--- src/sv/sbda_pkg.sv ---
// Shared types and constants for the signed binary to decimal ASCII unit.
package sbda_pkg;

    // ASCII codes
    localparam logic [7:0] CHAR_ZERO  = 8'h30;
    localparam logic [7:0] CHAR_MINUS = 8'h2D;
    localparam logic [7:0] CHAR_NUL   = 8'h00;

    // BCD digit handling
    localparam int         DIGIT_BITS    = 4;
    localparam logic [3:0] BCD_ADJ_LIMIT = 4'd5;
    localparam logic [3:0] BCD_ADJ       = 4'd3;
    localparam logic [3:0] DIGIT_MAX     = 4'd9;

    // Output item layout
    localparam int CHAR_W      = 8;
    localparam int COUNT_W     = 4;
    localparam int OUT_TDATA_W = 16;

    // Source of the next output character
    typedef enum logic [1:0] {
        SEL_SIGN,
        SEL_DIGIT,
        SEL_TERM
    } char_sel_t;

    // Controller states
    typedef enum logic [4:0] {
        ST_IDLE  = 5'b00001,
        ST_CONV  = 5'b00010,
        ST_SIGN  = 5'b00100,
        ST_DIGIT = 5'b01000,
        ST_TERM  = 5'b10000
    } state_t;

    // Controller to datapath commands
    typedef struct packed {
        logic      load;
        logic      step;
        logic      set_top;
        logic      out_load;
        logic      out_last;
        char_sel_t char_sel;
    } ctrl_cmd_t;

    // Datapath to controller status
    typedef struct packed {
        logic conv_done;
        logic digit_last;
        logic negative;
        logic terminator;
        logic out_free;
    } dp_status_t;

endpackage

--- src/sv/sbda_dp.sv ---
// Datapath: magnitude, double-dabble BCD register, digit pointer and output register.
module sbda_dp
    import sbda_pkg::*;
#(
    parameter int VALUE_WIDTH = 32,
    parameter int MAX_DIGITS  = 10
)
(
    input  logic                   clk,
    input  logic                   rst_n,
    input  ctrl_cmd_t              cmd,
    output dp_status_t             status,
    input  logic [VALUE_WIDTH-1:0] value,
    input  logic                   add_terminator,
    output logic [CHAR_W-1:0]      character,
    output logic                   last,
    output logic [COUNT_W-1:0]     char_count,
    output logic                   out_valid,
    input  logic                   out_ready
);

    // Digits needed for the widest magnitude, and how many of them are kept
    localparam int NUM_BCD = (VALUE_WIDTH * 30103) / 100000 + 1;
    localparam int KEEP    = (MAX_DIGITS < NUM_BCD) ? MAX_DIGITS : NUM_BCD;
    localparam int IDX_W   = (KEEP > 1) ? $clog2(KEEP) : 1;
    localparam int CNT_W   = $clog2(VALUE_WIDTH + 1);

    logic [VALUE_WIDTH-1:0] mag_reg;
    logic [DIGIT_BITS-1:0]  bcd_reg [NUM_BCD];
    logic [CNT_W-1:0]       bit_cnt_reg, bit_cnt_next;
    logic [IDX_W-1:0]       idx_reg;
    logic                   neg_reg;
    logic                   term_reg;
    logic [COUNT_W-1:0]     count_reg, count_next;
    logic                   out_valid_reg, out_valid_next;
    logic [CHAR_W-1:0]      char_reg;
    logic                   last_reg;
    logic [COUNT_W-1:0]     out_count_reg;

    logic [VALUE_WIDTH-1:0] neg_value;
    logic [VALUE_WIDTH-1:0] mag_in;
    logic [DIGIT_BITS-1:0]  adj     [NUM_BCD];
    logic [DIGIT_BITS-1:0]  shifted [NUM_BCD];
    logic [IDX_W-1:0]       top_idx;
    logic [DIGIT_BITS-1:0]  cur_digit;
    logic [CHAR_W-1:0]      char_mux;
    logic                   out_free;

    // Take the true magnitude; the most negative value wraps to its own magnitude
    assign neg_value = ~value + {{(VALUE_WIDTH-1){1'b0}}, 1'b1};
    assign mag_in    = value[VALUE_WIDTH-1] ? neg_value : value;

    // One double-dabble step: add 3 to digits of 5 or more, then shift in one bit
    always_comb
    begin
        for (int i = 0; i < NUM_BCD; i++)
        begin
            adj[i] = (bcd_reg[i] >= BCD_ADJ_LIMIT) ? bcd_reg[i] + BCD_ADJ : bcd_reg[i];
        end
        shifted[0] = {adj[0][DIGIT_BITS-2:0], mag_reg[VALUE_WIDTH-1]};
        for (int i = 1; i < NUM_BCD; i++)
        begin
            shifted[i] = {adj[i][DIGIT_BITS-2:0], adj[i-1][DIGIT_BITS-1]};
        end
    end

    // Find the most significant nonzero kept digit; zero gives digit 0
    always_comb
    begin
        top_idx = '0;
        for (int i = 0; i < KEEP; i++)
        begin
            if (bcd_reg[i] != '0)
            begin
                top_idx = IDX_W'(i);
            end
        end
    end

    assign cur_digit = bcd_reg[idx_reg];
    assign out_free  = !out_valid_reg || out_ready;

    // Select the character to send
    always_comb
    begin
        unique case (cmd.char_sel)
            SEL_SIGN:  char_mux = CHAR_MINUS;
            SEL_DIGIT: char_mux = CHAR_ZERO + {{(CHAR_W-DIGIT_BITS){1'b0}}, cur_digit};
            SEL_TERM:  char_mux = CHAR_NUL;
            default:   char_mux = CHAR_NUL;
        endcase
    end

    // Next values of the control registers
    always_comb
    begin
        bit_cnt_next = bit_cnt_reg;
        if (cmd.load)
        begin
            bit_cnt_next = CNT_W'(VALUE_WIDTH);
        end
        else if (cmd.step)
        begin
            bit_cnt_next = bit_cnt_reg - 1'b1;
        end

        count_next = count_reg;
        if (cmd.load)
        begin
            count_next = '0;
        end
        else if (cmd.out_load)
        begin
            count_next = count_reg + 1'b1;
        end

        out_valid_next = out_valid_reg;
        if (cmd.out_load)
        begin
            out_valid_next = 1'b1;
        end
        else if (out_ready)
        begin
            out_valid_next = 1'b0;
        end
    end

    // Hold control state
    always_ff @(posedge clk or negedge rst_n)
    begin
        if (!rst_n)
        begin
            bit_cnt_reg   <= '0;
            count_reg     <= '0;
            out_valid_reg <= 1'b0;
        end
        else
        begin
            bit_cnt_reg   <= bit_cnt_next;
            count_reg     <= count_next;
            out_valid_reg <= out_valid_next;
        end
    end

    // Advance the conversion and load the output register
    always_ff @(posedge clk)
    begin
        if (cmd.load)
        begin
            mag_reg  <= mag_in;
            neg_reg  <= value[VALUE_WIDTH-1];
            term_reg <= add_terminator;
            for (int i = 0; i < NUM_BCD; i++)
            begin
                bcd_reg[i] <= '0;
            end
        end
        else if (cmd.step)
        begin
            mag_reg <= {mag_reg[VALUE_WIDTH-2:0], 1'b0};
            for (int i = 0; i < NUM_BCD; i++)
            begin
                bcd_reg[i] <= shifted[i];
            end
        end

        if (cmd.set_top)
        begin
            idx_reg <= top_idx;
        end
        else if (cmd.out_load && cmd.char_sel == SEL_DIGIT)
        begin
            idx_reg <= idx_reg - 1'b1;
        end

        if (cmd.out_load)
        begin
            char_reg      <= char_mux;
            last_reg      <= cmd.out_last;
            out_count_reg <= cmd.out_last ? count_reg + 1'b1 : '0;
        end
    end

    assign status.conv_done  = (bit_cnt_reg == '0);
    assign status.digit_last = (idx_reg == '0);
    assign status.negative   = neg_reg;
    assign status.terminator = term_reg;
    assign status.out_free   = out_free;

    assign character  = char_reg;
    assign last       = last_reg;
    assign char_count = out_count_reg;
    assign out_valid  = out_valid_reg;

    // Every digit sent is a decimal digit
    a_digit_decimal: assert property (@(posedge clk) disable iff (!rst_n)
        cmd.out_load && cmd.char_sel == SEL_DIGIT |-> cur_digit <= DIGIT_MAX)
        else $error("non-decimal digit sent");

endmodule

--- src/sv/sbda_ctrl.sv ---
// Controller: sequences load, conversion steps and character emission.
module sbda_ctrl
    import sbda_pkg::*;
(
    input  logic       clk,
    input  logic       rst_n,
    input  logic       in_valid,
    output logic       in_ready,
    input  dp_status_t status,
    output ctrl_cmd_t  cmd
);

    state_t state_reg, state_next;

    // Decode next state and commands
    always_comb
    begin
        state_next   = state_reg;
        cmd          = '0;
        cmd.char_sel = SEL_DIGIT;
        in_ready     = 1'b0;

        unique case (state_reg)
            ST_IDLE:
            begin
                in_ready = 1'b1;
                if (in_valid)
                begin
                    cmd.load   = 1'b1;
                    state_next = ST_CONV;
                end
            end
            ST_CONV:
            begin
                if (!status.conv_done)
                begin
                    cmd.step = 1'b1;
                end
                else
                begin
                    cmd.set_top = 1'b1;
                    state_next  = status.negative ? ST_SIGN : ST_DIGIT;
                end
            end
            ST_SIGN:
            begin
                cmd.char_sel = SEL_SIGN;
                if (status.out_free)
                begin
                    cmd.out_load = 1'b1;
                    state_next   = ST_DIGIT;
                end
            end
            ST_DIGIT:
            begin
                cmd.char_sel = SEL_DIGIT;
                if (status.out_free)
                begin
                    cmd.out_load = 1'b1;
                    cmd.out_last = status.digit_last && !status.terminator;
                    if (status.digit_last)
                    begin
                        state_next = status.terminator ? ST_TERM : ST_IDLE;
                    end
                end
            end
            ST_TERM:
            begin
                cmd.char_sel = SEL_TERM;
                if (status.out_free)
                begin
                    cmd.out_load = 1'b1;
                    cmd.out_last = 1'b1;
                    state_next   = ST_IDLE;
                end
            end
            default:
            begin
                state_next = ST_IDLE;
            end
        endcase
    end

    // Hold state
    always_ff @(posedge clk or negedge rst_n)
    begin
        if (!rst_n)
        begin
            state_reg <= ST_IDLE;
        end
        else
        begin
            state_reg <= state_next;
        end
    end

    a_load_only_when_free: assert property (@(posedge clk) disable iff (!rst_n)
        cmd.out_load |-> status.out_free)
        else $error("output register overwritten");

    a_no_step_after_done: assert property (@(posedge clk) disable iff (!rst_n)
        cmd.step |-> !status.conv_done)
        else $error("conversion step past the last bit");

    a_load_starts_conv: assert property (@(posedge clk) disable iff (!rst_n)
        cmd.load |=> state_reg == ST_CONV)
        else $error("accepted item did not start conversion");

endmodule

--- src/sv/signed_binary_to_decimal_ascii_unit.sv ---
// Top level of the signed binary to decimal ASCII unit.
//
//  channel   direction  tdata                                  tuser           tlast
//  s_axis    in         value [VALUE_WIDTH-1:0], zero pad      add_terminator  -
//  m_axis    out        character [7:0], char_count [11:8]     -               last char
//
// Sequence: the item is accepted, VALUE_WIDTH shift-add-3 steps run in the BCD register (set by
// the bit counter), the leading digit is found, then one character per cycle is sent while
// the output is free, up to 12 characters by default.
// Reset clears the controller, bit counter, character count and output valid.
// The output register lets the last character wait while the next item is accepted.
// A stalled output holds the emitter in its state; no character is dropped.
module signed_binary_to_decimal_ascii_unit
    import sbda_pkg::*;
#(
    parameter int VALUE_WIDTH = 32,
    parameter int MAX_DIGITS  = 10
)
(
    input  logic                                  clk,
    input  logic                                  rst_n,
    input  logic                                  s_axis_tvalid,
    output logic                                  s_axis_tready,
    input  logic [((VALUE_WIDTH + 7) / 8) * 8-1:0] s_axis_tdata,  // value
    input  logic                                  s_axis_tuser,  // add_terminator
    output logic                                  m_axis_tvalid,
    input  logic                                  m_axis_tready,
    output logic [OUT_TDATA_W-1:0]                m_axis_tdata,  // character, char_count
    output logic                                  m_axis_tlast
);

    ctrl_cmd_t          cmd;
    dp_status_t         status;
    logic [CHAR_W-1:0]  character;
    logic [COUNT_W-1:0] char_count;

    sbda_ctrl u_ctrl (
        .clk      (clk),
        .rst_n    (rst_n),
        .in_valid (s_axis_tvalid),
        .in_ready (s_axis_tready),
        .status   (status),
        .cmd      (cmd)
    );

    sbda_dp #(
        .VALUE_WIDTH (VALUE_WIDTH),
        .MAX_DIGITS  (MAX_DIGITS)
    ) u_dp (
        .clk            (clk),
        .rst_n          (rst_n),
        .cmd            (cmd),
        .status         (status),
        .value          (s_axis_tdata[VALUE_WIDTH-1:0]),
        .add_terminator (s_axis_tuser),
        .character      (character),
        .last           (m_axis_tlast),
        .char_count     (char_count),
        .out_valid      (m_axis_tvalid),
        .out_ready      (m_axis_tready)
    );

    // Pack the output item
    assign m_axis_tdata = {{(OUT_TDATA_W-CHAR_W-COUNT_W){1'b0}}, char_count, character};

    a_count_only_on_last: assert property (@(posedge clk) disable iff (!rst_n)
        m_axis_tvalid && !m_axis_tlast |-> char_count == '0)
        else $error("character count on a non-final character");

endmodule

--- config.mk ---
export PLATFORM = sky130hd
export DESIGN_NAME = signed_binary_to_decimal_ascii_unit
export DESIGN_NICKNAME = d
export VERILOG_FILES = /design/src/sv/sbda_pkg.sv /design/src/sv/sbda_dp.sv /design/src/sv/sbda_ctrl.sv /design/src/sv/signed_binary_to_decimal_ascii_unit.sv
export SDC_FILE = /design/constraint.sdc
export NUM_CORES = 1
export LEC_CHECK = 0
export BUFFER_PORTS_ARGS = -buffer_cell sky130_fd_sc_hd__buf_4
export CORE_UTILIZATION = 35
export CTS_BUF_LIST = sky130_fd_sc_hd__clkbuf_4 sky130_fd_sc_hd__clkbuf_8
export CTS_CLUSTER_SIZE = 25
export DETAILED_ROUTE_END_ITERATION = 7
export PLACE_DENSITY = 0.64
export SYNTH_ARGS = -nofsm -noshare
export SYNTH_HDL_FRONTEND = slang
export SYNTH_HIERARCHICAL = 1
export SYNTH_SLANG_ARGS = --single-unit
--- constraint.sdc ---
create_clock -name clk -period 3.4 [get_ports clk]
set_input_delay 0.51 -clock clk [delete_from_list [all_inputs] [get_ports clk]]
set_output_delay 0.51 -clock clk [all_outputs]
set_load 0.05 [all_outputs]
# After elaboration in Yosys (flattened, before gate mapping)
# Memory sizes are Yosys's and may differ from the RTL's. A register that Yosys moved wholly into a read port is not among the register bits.
# Index checks and enable logic that the tools add are counted.
# word_totals
mem_bits_rw	40
n_memories	1
regBits	67
output_inout_bits	19
# op_classes
order_cmp	10
bitwise	11
addsub	15
n_mux	68
n_eq_ne	12
n_reduce_logical	22
# mem_list
name	depth	word_bits	rd	rd_ports_with_merged_regs	wr	line_no	rtl
u_dp.bcd_reg	10	4	11	1	10	sbda_dp.sv:29	logic [DIGIT_BITS-1:0] bcd_reg [NUM_BCD];
# op_table
cell	count
4-bit 2-to-1 mux	27
32-bit 2-to-1 mux	3
4-bit by 3-bit greater-or-equal comparator with 1-bit output, second input constant	10
4-bit by 2-bit adder with 4-bit output, second input constant	9
4-bit nonzero test	9
5-bit 2-to-1 mux	7
32-bit by 1-bit adder with 32-bit output, second input constant	1
32-bit inverter	1
5-bit one-hot mux with 5 select lines	1
8-bit one-hot mux with 2 select lines	1
3-bit 2-to-1 mux	5
1-bit 2-to-1 mux	14
6-bit 2-to-1 mux	2
2-bit 2-to-1 mux	5
2-bit by 1-bit inequality test with 1-bit output, second input constant	5
1-bit OR	10
2-bit nonzero test	4
6-bit by 4-bit adder with 7-bit output, first input constant	1
6-bit zero test	1
6-bit AND reduction	1
6-bit by 1-bit subtractor with 6-bit output, second input constant	1
5-bit by 1-bit equality test with 1-bit output, second input constant	1
5-bit by 2-bit equality test with 1-bit output, second input constant	1
5-bit by 3-bit equality test with 1-bit output, second input constant	1
15 further kinds	17

# Longest topological paths before layout
# Gate-level depths: netlist (run 1).
# An unclocked memory read counts as a cell.
# logic_depth
ltp_word	13
ltp_mapped	11
depth_no_buf	9

# Modules after synthesis
# Netlist (run 1), hierarchy kept.
# by_module_without_submodules
module	area_per_inst_um2	cells_per_inst	seq_area_each_um2	instances
sbda_dp	6252.2	605	3027.9	1
sbda_ctrl	397.9	49	126.4	1
signed_binary_to_decimal_ascii_unit	33.8	5	0.0	1

# Worst setup path after synthesis (run 1)
# OpenSTA, ideal clock, no wires.
# synth_timing
path_kind	reg2reg
from	register u_ctrl.state_reg[4]
to	memory u_dp.bcd_reg[0][0], enable pin
arrival_time_ps	3150
period_less_slack_ps	3549
setup_slack_ps	-149
required_ps	3001
path_stages_with_launch	9
n_path_buf	3
path_cell_list	dfrtp_1 -> nor2_1 -> nand3_1 -> inv_1 -> and2_1 -> clkbuf_1 -> clkbuf_1 -> clkbuf_1 -> or2_2
# synth_rtl
element	line_no	rtl
from (decl)	sbda_ctrl.sv:13	state_t state_reg, state_next;
from (signal assigned)	sbda_ctrl.sv:93	state_reg <= state_next;
to (decl)	sbda_dp.sv:29	

==> impl_metrics.json, run 1 <==
{
  "status": "complete, but fails checks",
  "violations": "design-rule violations",
  "ys_types": 68,
  "antenna_found_initial": 0,
  "synth_seq_cells": 109,
  "cp_slowest_stage_delay_ps": 520,
  "synth-edff-count": 89,
  "largest_reg_flops": 40,
  "max_freq_mhz": 351,
  "grt_pass1_wl_um": 24500,
  "syn_area_per_cell_sq_um": 10.1,
  "finalHoldViolCount": 0,
  "syn_inst": 659,
  "diodes": 0,
  "arrival_ps": 2970,
  "drive_above_1_share_pct": 13.0,
  "clk_latency_ps": 380,
  "num_vias": 5077,
  "die_h_um": 140,
  "dp_cells": 916,
  "path_max_fanout": 39,
  "post_drt_wl_per_cell_um": 15.4,
  "hold_class": "primary input to flip-flop",
  "clk_pin_slew_ps": 100,
  "worst_pin_slew_ps": 744,
  "finClkSkew_ps": 11.0,
  "r2r_start": "u_ctrl/state_reg[4]",
  "cp_cell_sequence": "nor2_1 > nand3_1 > inv_1 > and2_2 > clkinv_1 > nand2_1 > buf_4 > nor3_1",
  "cp_data_required_time_ps": 3520,
  "synth-main-ff-cell": "edfxtp_1",
  "worstHoldStart": "s_axis_tvalid",
  "critical_path.top_delay_family": "simple AND/OR/NAND/NOR gates",
  "coreArea_sq_um": 18700,
  "cts_made_buffers": 9,
  "dr.first_iter.drc_count": 374,
  "p_total_mw": 6.10,
  "drv_cap": 0,
  "grt_usage_pct": 15.4,
  "final-setup-viol-count": 0,
  "die_w_um": 140,
  "post-cts-setup-buffers": 0,
  "fin_area_sq_um": 7470,
  "area_delta_synth_final_pct": 11.7,
  "whs_path_depth": 2,
  "final_core_util_pct": 39.9,
  "powerDensity_nw_per_um2": 817,
  "final_antenna_net_count": 0,
  "rr_worst_depth": 8,
  "cp_num_buf_inv": 3,
  "slew_headroom_pct": 50.3,
  "gp_congestion": 0.829,
  "row_count": 50,
  "rr_endpoint": "u_dp/bcd_reg[5][0]",
  "cts_resized": 0,
  "yosysWarnings": 6,
  "critical_path.startpoint_type": "flip-flop",
  "drc": 1,
  "clockBufferDepth": 2,
  "setup_tns_ps": 0,
  "synthesis.area_sq_um": 6680,
  "period_minus_slack_ps": 2850,
  "dieArea_sq_um": 19700,
  "reg2reg_slack_ps": 550,
  "tritoncts": "yes",
  "final-instance-count-excl-fill": 933,
  "rsz0062_at_grt": "false",
  "grt_overflow": 0,
  "numPortBuffers": 49,
  "placed_area_sq_um": 7240,
  "routed_wl_um": 14300,
  "grt_pass1_vias": 4890,
  "cts_root_buffer": "clkbuf_8",
  "endpoint_kind": "flip-flop",
  "holdPathEnd": "u_ctrl/state_reg[0]",
  "via_per_inst": 5.44,
  "pin_count": 56,
  "finalCritPeriodShare_pct": 83.7,
  "drt_pass1_iterations": 8,
  "clkSinkCount": 109,
  "grt_max_degree": 46,
  "initial_utilization_pct": 35.7,
  "slowest_stage": "clkinv_1",
  "ys_seq_area_share_pct": 47.2,
  "h-tree-depth": 3,
  "cellLeakagePower_nw": 2.79,
  "ir_drop_mv": 0.325,
  "async_reset_ff_share_pct": 14.7,
  "slew_violations": 0,
  "hpwl_um": 9970,
  "worstSetupPathType": "flip-flop to flip-flop",
  "finalNetCount": 756
}
-- cells in the mapped netlist, types with 4 or more instances --
library cell | n | area [sq um]
nor3_1 | 19 | 95.1
or3_1 | 4 | 25.0
clkbuf_1 | 22 | 82.6
dfxtp_1 | 4 | 80.1
nand4_1 | 14 | 87.6
ha_1 | 25 | 313
a22oi_1 | 7 | 52.6
xnor2_1 | 20 | 175
nand2b_1 | 21 | 131
mux4_2 | 8 | 180
nor2_1 | 74 | 278
and2_1 | 5 | 31.3
nor3b_1 | 7 | 52.6
and3_1 | 8 | 50.1
nor4_1 | 7 | 43.8
o31ai_1 | 5 | 37.5
mux2i_1 | 8 | 80.1
a211o_1 | 6 | 52.6
a21oi_1 | 37 | 185
nand3_1 | 20 | 100
a211oi_1 | 12 | 90.1
edfxtp_1 | 89 | 2670
dfrtp_1 | 15 | 375
a221oi_1 | 4 | 35.0
or2_2 | 4 | 25.0
xor2_1 | 24 | 210
o311ai_0 | 5 | 43.8
o21ai_0 | 21 | 105
a31oi_1 | 7 | 43.8
nor2b_1 | 18 | 113
nand2_1 | 35 | 131
buf_4 | 9 | 67.6
or4_1 | 6 | 45.0
o211ai_1 | 5 | 37.5
inv_1 | 35 | 131
-- layer usage --
layer	GRT usage, %	share of wire [%]	vias to the layer above
li1	-	-	2488
met1	21.1	48	2447
met2	24.7	47	129
met3	2.91	4.1	13
met4	4.40	1.1	0
met5	0	0	-
-- how the worst max path moves through the flow --
stage / startpoint / endpoint / slack, ps / cells after the start
final: u_ctrl/state_reg[4] / u_dp/bcd_reg[5][0] / 550 / 8
after global routing: u_ctrl/state_reg[4] / u_dp/bcd_reg[5][0] / 250 / 8
after CTS: u_ctrl/state_reg[4] / u_dp/bcd_reg[5][0] / 570 / 8
after detailed placement: u_ctrl/state_reg[4] / u_dp/bcd_reg[5][0] / 600 / 8
after global placement: u_ctrl/state_reg[4] / u_dp/bcd_reg[8][0] / 690 / 8
after floorplan: u_ctrl/state_reg[4] / u_dp/bcd_reg[0][0] / 200 / 8
-- kinds of logic after synthesis --
family                     after synthesis  synth area share, %
muxes                                   17                 4.06
AOI/OAI and AO/OA                      134                 13.5
DFF                                    109                 47.2
xor gates and xnor gates                44                 5.77
buffers and inverters                   72                 4.72
other                                    2                0.112
adders and majority gates               25                 4.68
and+or+nand+nor                        256                 20.0
-- placed cells by master, fill, tap and decap left out, types with 5 or more instances in the layout --
cell type,count
o31ai_1,5
o21ai_0,21
xor2_1,24
dfrtp_1,15
nor4_1,7
or4_1,6
a21oi_1,37
a31oi_1,7
conb_1,6
buf_4,54
nand4_1,14
nand2b_1,21
o311ai_0,5
clkbuf_8,9
a211o_1,6
nor3b_1,7
and3_1,8
o211ai_1,5
nand3_1,20
mux2i_1,8
nor2b_1,18
nand2_1,35
nor2_1,74
a211oi_1,12
edfxtp_1,89
xnor2_1,20
mux4_2,8
inv_1,35
nor3_1,19
ha_1,25
a22oi_1,7
-- power breakdown --
part           switching (mW)  total (mW)  internal [mW]
Combinational            1.52        2.55           1.03
Clock                   0.442       0.882          0.440
Sequential              0.432        2.67           2.24
-- repair_timing --
| item | in CTS | in global routing |
|---|---|---|
| endpoints found under the setup margin | 0 | 0 |
| endpoints found under the hold margin | 15 | 0 |
| hold buffers | 1 | 0 |
-- cell type report --
cell class                      instances  area (sq um)
Tap cell                              234           293
Clock inverter                          4          71.3
Clock buffer                           12           146
Multi-Input combinational cell        482          3230
Timing Repair Buffer                   56           435
Fill cell                            1812         11200
Inverter                               36           135
Sequential cell                       109          3150
-- through the flow --
step,setup WS [ps],hold WS (ps)
2_1_floorplan,198,214
3_3_place_gp,686,385
3_5_place_dp,601,390
4_1_cts,565,277
5_1_grt,245,281
6_report,554,308
Note: power is estimated with default switching activity, not from simulation.
==> inputs of run 2 (changes only) <==
ABC_AREA = 1   (was unset)
PLACE_DENSITY = 0.62   (was 0.64)
clock period = 2.64 ns   (was 3.4 ns; I/O delays follow)
==> run 2 against run 1 <==
Effect of this change: the run now ends clean; routed wire length up 3.2%; clock skew increased by 0.84 ps; clock-buffer cell count shrank 1; critical endpoint is now u_dp/bcd_reg[7][0].
==> impl_metrics.json, run 2 <==
{
  "synth.largest_area_cell": "edfxtp_1",
  "numPortBuffers": 49,
  "routed_wl_um": 14800,
  "path_max_fanout": 31,
  "num_vias": 5532,
  "synth_top_family_by_area": "simple AND/OR/NAND/NOR gates",
  "cp_data_required_time_ps": 2860,
  "rsz0062_at_grt": "false",
  "p_comb_share_pct": 43.3,
  "setup_tns_ps": 0,
  "r2r_start": "u_dp/bit_cnt_reg[0]",
  "pwr-share-clk_pct": 13.2,
  "die_h_um": 142,
  "grt_max_degree": 49,
  "finalHoldViolCount": 0,
  "gp_congestion": 0.891,
  "reg2reg_slack_ps": 510,
  "endpoint_kind": "flip-flop",
  "worstHoldStart": "s_axis_tuser",
  "p_total_mw": 7.80,
  "synth_seq_cells": 109,
  "synthXorXnorAreaFrac_pct": 3.46,
  "coreArea_sq_um": 18900,
  "ir_drop_mv": 0.595,
  "internal-power_mw": 4.49,
  "finalNetCount": 952,
  "p_sw_mw": 3.31,
  "cts_root_buffer": "clkbuf_8",
  "cellLeakagePower_nw": 3.36,
  "pin_count": 56,
  "clkSinkCount": 109,
  "drv_cap": 0,
  "yosys.area.top_type_share_pct": 39.1,
  "synthTopCellsByArea": "edfxtp_1 39%, nand2_1 10%, o21ai_0 5.7%, inv_1 5.7%, dfrtp_1 5.5%",
  "rr_worst_depth": 12,
  "slew_violations": 0,
  "async_reset_ff_share_pct": 14.7,
  "clockBufferDepth": 2,
  "ys_types": 43,
  "max_freq_mhz": 469,
  "final_cell_mix": "186 x nand2_1, 103 x inv_1, 89 x edfxtp_1",
  "drc": 0,
  "cts_resized": 0,
  "slew_headroom_pct": 62.7,
  "tritoncts": "yes",
  "initial_utilization_pct": 36.2,
  "ys_seq_area_share_pct": 46.2,
  "die_w_um": 142,
  "antenna_found_initial": 0,
  "cp_slowest_stage_delay_ps": 400,
  "rr_endpoint": "u_dp/bcd_reg[7][0]",
  "layout_commonest_cell": "nand2_1",
  "worstSetupPathType": "flip-flop to flip-flop",
  "syn_inst": 845,
  "final-setup-viol-count": 0,
  "status": "finished clean",
  "post_drt_wl_per_cell_um": 12.8,
  "synth_common_cells": "187 x nand2_1, 103 x inv_1, 89 x edfxtp_1",
  "drive_above_1_share_pct": 12.3,
  "grt_overflow": 0,
  "period_minus_slack_ps": 2130,
  "largest_reg_flops": 40,
  "clk_pin_slew_ps": 100,
  "yosysWarnings": 6,
  "yosysMostFrequentCell": "nand2_1",
  "seq_power_share_pct": 43.5,
  "worst_pin_slew_ps": 559,
  "final_antenna_net_count": 0,
  "clk_latency_ps": 380,
  "synthSimpleGateAreaFrac_pct": 23.5,
  "holdWs_ps": 195,
  "arrival_ps": 2350,
  "finalCritPeriodShare_pct": 80.7,
  "powerDensity_nw_per_um2": 1010,
  "dr.first_iter.drc_count": 377,
  "synth-compound-area-share_pct": 13.6,
  "grt_pass1_vias": 5089,
  "via_per_inst": 4.79,
  "worst_slack_ps": 509,
  "cts_made_buffers": 9,
  "pre_cts_slack_ps": 535,
  "cp_cell_sequence": "inv_1 > ha_1 > nand2_1 > nor3_1 > inv_1 > nand4_1 > inv_1 > inv_1 > nor2_2 > buf_4 > o21ai_0 > a211oi_1",
  "cp_num_buf_inv": 5,
  "hold_class": "primary input to flip-flop",
  "area_delta_synth_final_pct": 12.6,
  "synthAdderAreaFrac_pct": 4.58,
  "synthesis.area_sq_um": 6830,
  "finClkSkew_ps": 11.8,
  "whs_path_depth": 1,
  "row_count": 50,
  "synth-edff-count": 89,
  "grt_usage_pct": 15.3,
  "critical_path.startpoint_type": "flip-flop",
  "slowest_stage": "dfrtp_1",
  "final-instance-count-excl-fill": 1155,
  "synth.area.mux_share_pct": 0.165,
  "drt_pass1_iterations": 5,
  "crit_top_cell": "inv_1",
  "holdPathEnd": "u_dp/term_reg",
  "critical_path.top_delay_family": "buffers and inverters",
  "syn_area_per_cell_sq_um": 8.09,
  "dp_cells": 1138,
  "grt_pass1_wl_um": 24500,
  "h-tree-depth": 3,
  "synth-main-ff-cell": "edfxtp_1",
  "diodes": 0,
  "hpwl_um": 10900,
  "dieArea_sq_um": 20100,
  "switching_share_pct": 42.5
}
-- run 2: cell count changes in the layout (fill, tap and decap cells not counted), moves of 14 or more --
cell / before / now
o21ai_0: 21 / 78
nand2_1: 35 / 186
inv_1: 35 / 103
xnor2_1: 20 / 6
nor2b_1: 18 / 0
nand2b_1: 21 / 0
nand3_1: 20 / 53
a21oi_1: 37 / 58
-- run 2: worst max path at each step --
stage                             start            endpoint  slack [ps]  cells past startpoint
CTS                 u_dp/bit_cnt_reg[0]  u_dp/bcd_reg[7][0]         510                     12
global placement    u_dp/bit_cnt_reg[0]           flip-flop         600                     11
global route        u_dp/bit_cnt_reg[0]  u_dp/bcd_reg[7][0]         160                     12
detailed placement  u_dp/bit_cnt_reg[0]  u_dp/bcd_reg[7][0]         530                     12
finish              u_dp/bit_cnt_reg[0]  u_dp/bcd_reg[7][0]         510                     12
floorplan                u_dp/out_valid           flip-flop          10                      7
-- run 2: what timing repair did --
action,4_1_cts,5_1_grt
endpoints found under the hold margin,15,0
buffers inserted,0,0
hold buffers,1,0
-- run 2: kinds of logic (layout without fill, tap and decap cells) --
logic type / after synthesis / in the layout
multiplexers: 1 / 1
AO/OA/AOI/OAI: 170 / 170
AND/OR/NAND/NOR: 370 / 370
other: 2 / 6
adder cells (fa/ha/maj): 25 / 25
XOR/XNOR: 27 / 27
buffers and inverters: 141 / 187
flip-flops: 109 / 109
-- run 2: area by class of cell --
cell class | instances | area, sq um
Timing Repair Buffer | 58 | 463
Fill cell | 1968 | 11200
Tap cell | 260 | 325
Inverter | 113 | 424
Clock buffer | 11 | 145
Multi-Input combinational cell | 599 | 3130
Clock inverter | 5 | 50.0
Sequential cell | 109 | 3150
-- run 2: routing by layer --
metal / vias up / global-route usage, % / routed length, um
met5: - / 0 / 0
met4: 0 / 3.11 / 170
met3: 14 / 3.71 / 698
met2: 121 / 24.2 / 6660
met1: 2508 / 21.3 / 7260
li1: 2889 / - / -
-- run 2: power by group through the flow --
stage	registers, mW	logic, mW	clock network, mW
2_1_floorplan	3.39	2.40	0
3_3_place_gp	3.42	3.32	0
3_5_place_dp	3.44	3.37	0
4_1_cts	3.40	3.39	1.09
5_1_grt	3.50	3.86	1.13
6_report	3.39	3.38	1.03
-- run 2: through the flow --
stage | area (sq um) | util (%)
global placement | 7490 | 39.6
floorplan | 6860 | -
finish | 7690 | 40.7
global route | 7690 | 40.7
detailed placement | 7490 | 39.6
CTS | 7690 | 40.7
==> inputs of run 3 (changes only) <==
clock period = 2 ns   (was 2.64 ns; I/O delays follow)
==> run 3 against run 2 <==
Effect of this change: global-route usage decreased by 0.062 points; cell count increased by 2.4%; combinational power grew 62%; critical path type unchanged; critical path depth fell by 5; register-to-register slack got worse by 420 ps; clock skew is 7.8 ps higher; core utilization is 2.9 points higher; largest cell class is now multi-input gates.
==> impl_metrics.json, run 3 (synthesis results as in run 2) <==
{
  "post_drt_wl_per_cell_um": 13.1,
  "drive_above_1_share_pct": 18.1,
  "worst_slack_ps": 92.5,
  "rr_worst_depth": 7,
  "final-setup-viol-count": 0,
  "slew_violations": 0,
  "finalCritPeriodShare_pct": 95.4,
  "clockBufferDepth": 2,
  "cts_root_buffer": "clkbuf_8",
  "r2r_start": "u_ctrl/state_reg[0]",
  "grt_pass1_vias": 5150,
  "critical_path.startpoint_type": "flip-flop",
  "arrival_ps": 2000,
  "finalHoldViolCount": 0,
  "pre_cts_slack_ps": -14.5,
  "max_freq_mhz": 524,
  "largest_reg_flops": 40,
  "die_h_um": 142,
  "hpwl_um": 11100,
  "clkSinkCount": 109,
  "cellLeakagePower_nw": 3.58,
  "holdWs_ps": 93.9,
  "initial_utilization_pct": 36.2,
  "placed_area_sq_um": 7670,
  "row_count": 50,
  "die_w_um": 142,
  "rsz0062_at_grt": "true",
  "grt_pass1_wl_um": 24400,
  "via_per_inst": 4.83,
  "ir_drop_mv": 0.493,
  "gp_congestion": 0.858,
  "drc": 0,
  "grt_overflow": 0,
  "reg2reg_slack_ps": 90,
  "dieArea_sq_um": 20100,
  "worstSetupPathType": "flip-flop to flip-flop",
  "routed_wl_um": 15500,
  "clk_pin_slew_ps": 100,
  "hold_class": "primary input to flip-flop",
  "antenna_found_initial": 0,
  "cts_made_buffers": 9,
  "finalNetCount": 980,
  "clk_latency_ps": 390,
  "rr_endpoint": "u_dp/mag_reg[9]",
  "cp_data_required_time_ps": 2100,
  "h-tree-depth": 3,
  "dp_cells": 1152,
  "powerDensity_nw_per_um2": 1390,
  "fin_area_sq_um": 8240,
  "numPortBuffers": 49,
  "layout_commonest_cell": "nand2_1",
  "tritoncts": "yes",
  "worstHoldStart": "s_axis_tuser",
  "area_delta_synth_final_pct": 20.6,
  "drv_cap": 0,
  "drt_pass1_iterations": 5,
  "final_cell_mix": "185 x nand2_1, 98 x inv_1, 89 x edfxtp_1",
  "dr.first_iter.drc_count": 319,
  "whs_path_depth": 1,
  "diodes": 0,
  "period_minus_slack_ps": 1910,
  "grt_usage_pct": 15.3,
  "setup_tns_ps": 0,
  "holdPathEnd": "u_dp/term_reg",
  "finClkSkew_ps": 19.6,
  "path_max_fanout": 22,
  "grt_max_degree": 34,
  "final_core_util_pct": 43.6,
  "status": "finished clean",
  "num_vias": 5719,
  "final_antenna_net_count": 0,
  "pin_count": 56,
  "p_total_mw": 11.5,
  "final-instance-count-excl-fill": 1183,
  "endpoint_kind": "flip-flop",
  "coreArea_sq_um": 18900
}
run 3: cell types whose count changed in the layout (fill, tap and decap cells not counted), moves of 5 or more:
| cell | before | now |
|---|---|---|
| nor2_1 | 83 | 78 |
| o21ai_0 | 78 | 69 |
| o21ai_1 | 8 | 13 |
| inv_1 | 103 | 98 |
| buf_4 | 55 | 66 |
| buf_6 | 0 | 7 |
| clkbuf_16 | 0 | 5 |
| inv_2 | 9 | 14 |
run 3: power breakdown:
part	internal, mW	switching, mW	total (mW)
Clock	0.765	0.743	1.51
Combinational	2.11	3.35	5.46
Sequential	3.87	0.629	4.50
Total	6.74	4.73	11.5
run 3: what timing repair did:
action                                  CTS  global route
endpoints found under the hold margin    16             0
resized for setup                         2            42
pin swaps                                 0             6
hold buffers                              1             0
gates cloned                              0             9
endpoints found under the setup margin    2           117
buffers inserted                          0             5
run 3: cell type report:
cell class                      instances  area [sq um]
Sequential cell                       109          3160
Clock buffer                           12           153
Fill cell                            1921         10700
Clock inverter                          4          71.3
Multi-Input combinational cell        600          3280
Timing Repair Buffer                   85           825
Inverter                              113           424
Tap cell                              260           325
run 3: layer usage:
| layer | global-route usage, % | wire length (um) | vias to the layer above |
|---|---|---|---|
| li1 | - | - | 2953 |
| met1 | 20.5 | 7510 | 2635 |
| met2 | 25.0 | 7120 | 120 |
| met3 | 3.75 | 785 | 11 |
| met4 | 2.83 | 134 | 0 |
| met5 | 0 | 0 | - |
run 3: critical path: stages, from the launching register on:
cell and delay, ps:
dfstp_2 560, inv_2 40, nor2_2 110, nand2_1 130, nor2_4 120, inv_1 220, nand2_8 230, buf_12 190
run 3: worst max-delay path by stage:
| stage | start | end | slack (ps) | cells after the start |
|---|---|---|---|---|
| finish | u_ctrl/state_reg[0] | u_dp/mag_reg[9] | 90 | 7 |
| global route | u_ctrl/state_reg[0] | u_dp/mag_reg[9] | -30 | 7 |
| CTS | u_dp/bit_cnt_reg[1] | flip-flop | 1 | 11 |
| detailed placement | u_dp/bit_cnt_reg[1] | flip-flop | -10 | 11 |
| global placement | u_dp/bit_cnt_reg[1] | flip-flop | 40 | 11 |
| floorplan | u_ctrl/state_reg[1] | flip-flop | 10 | 8 |
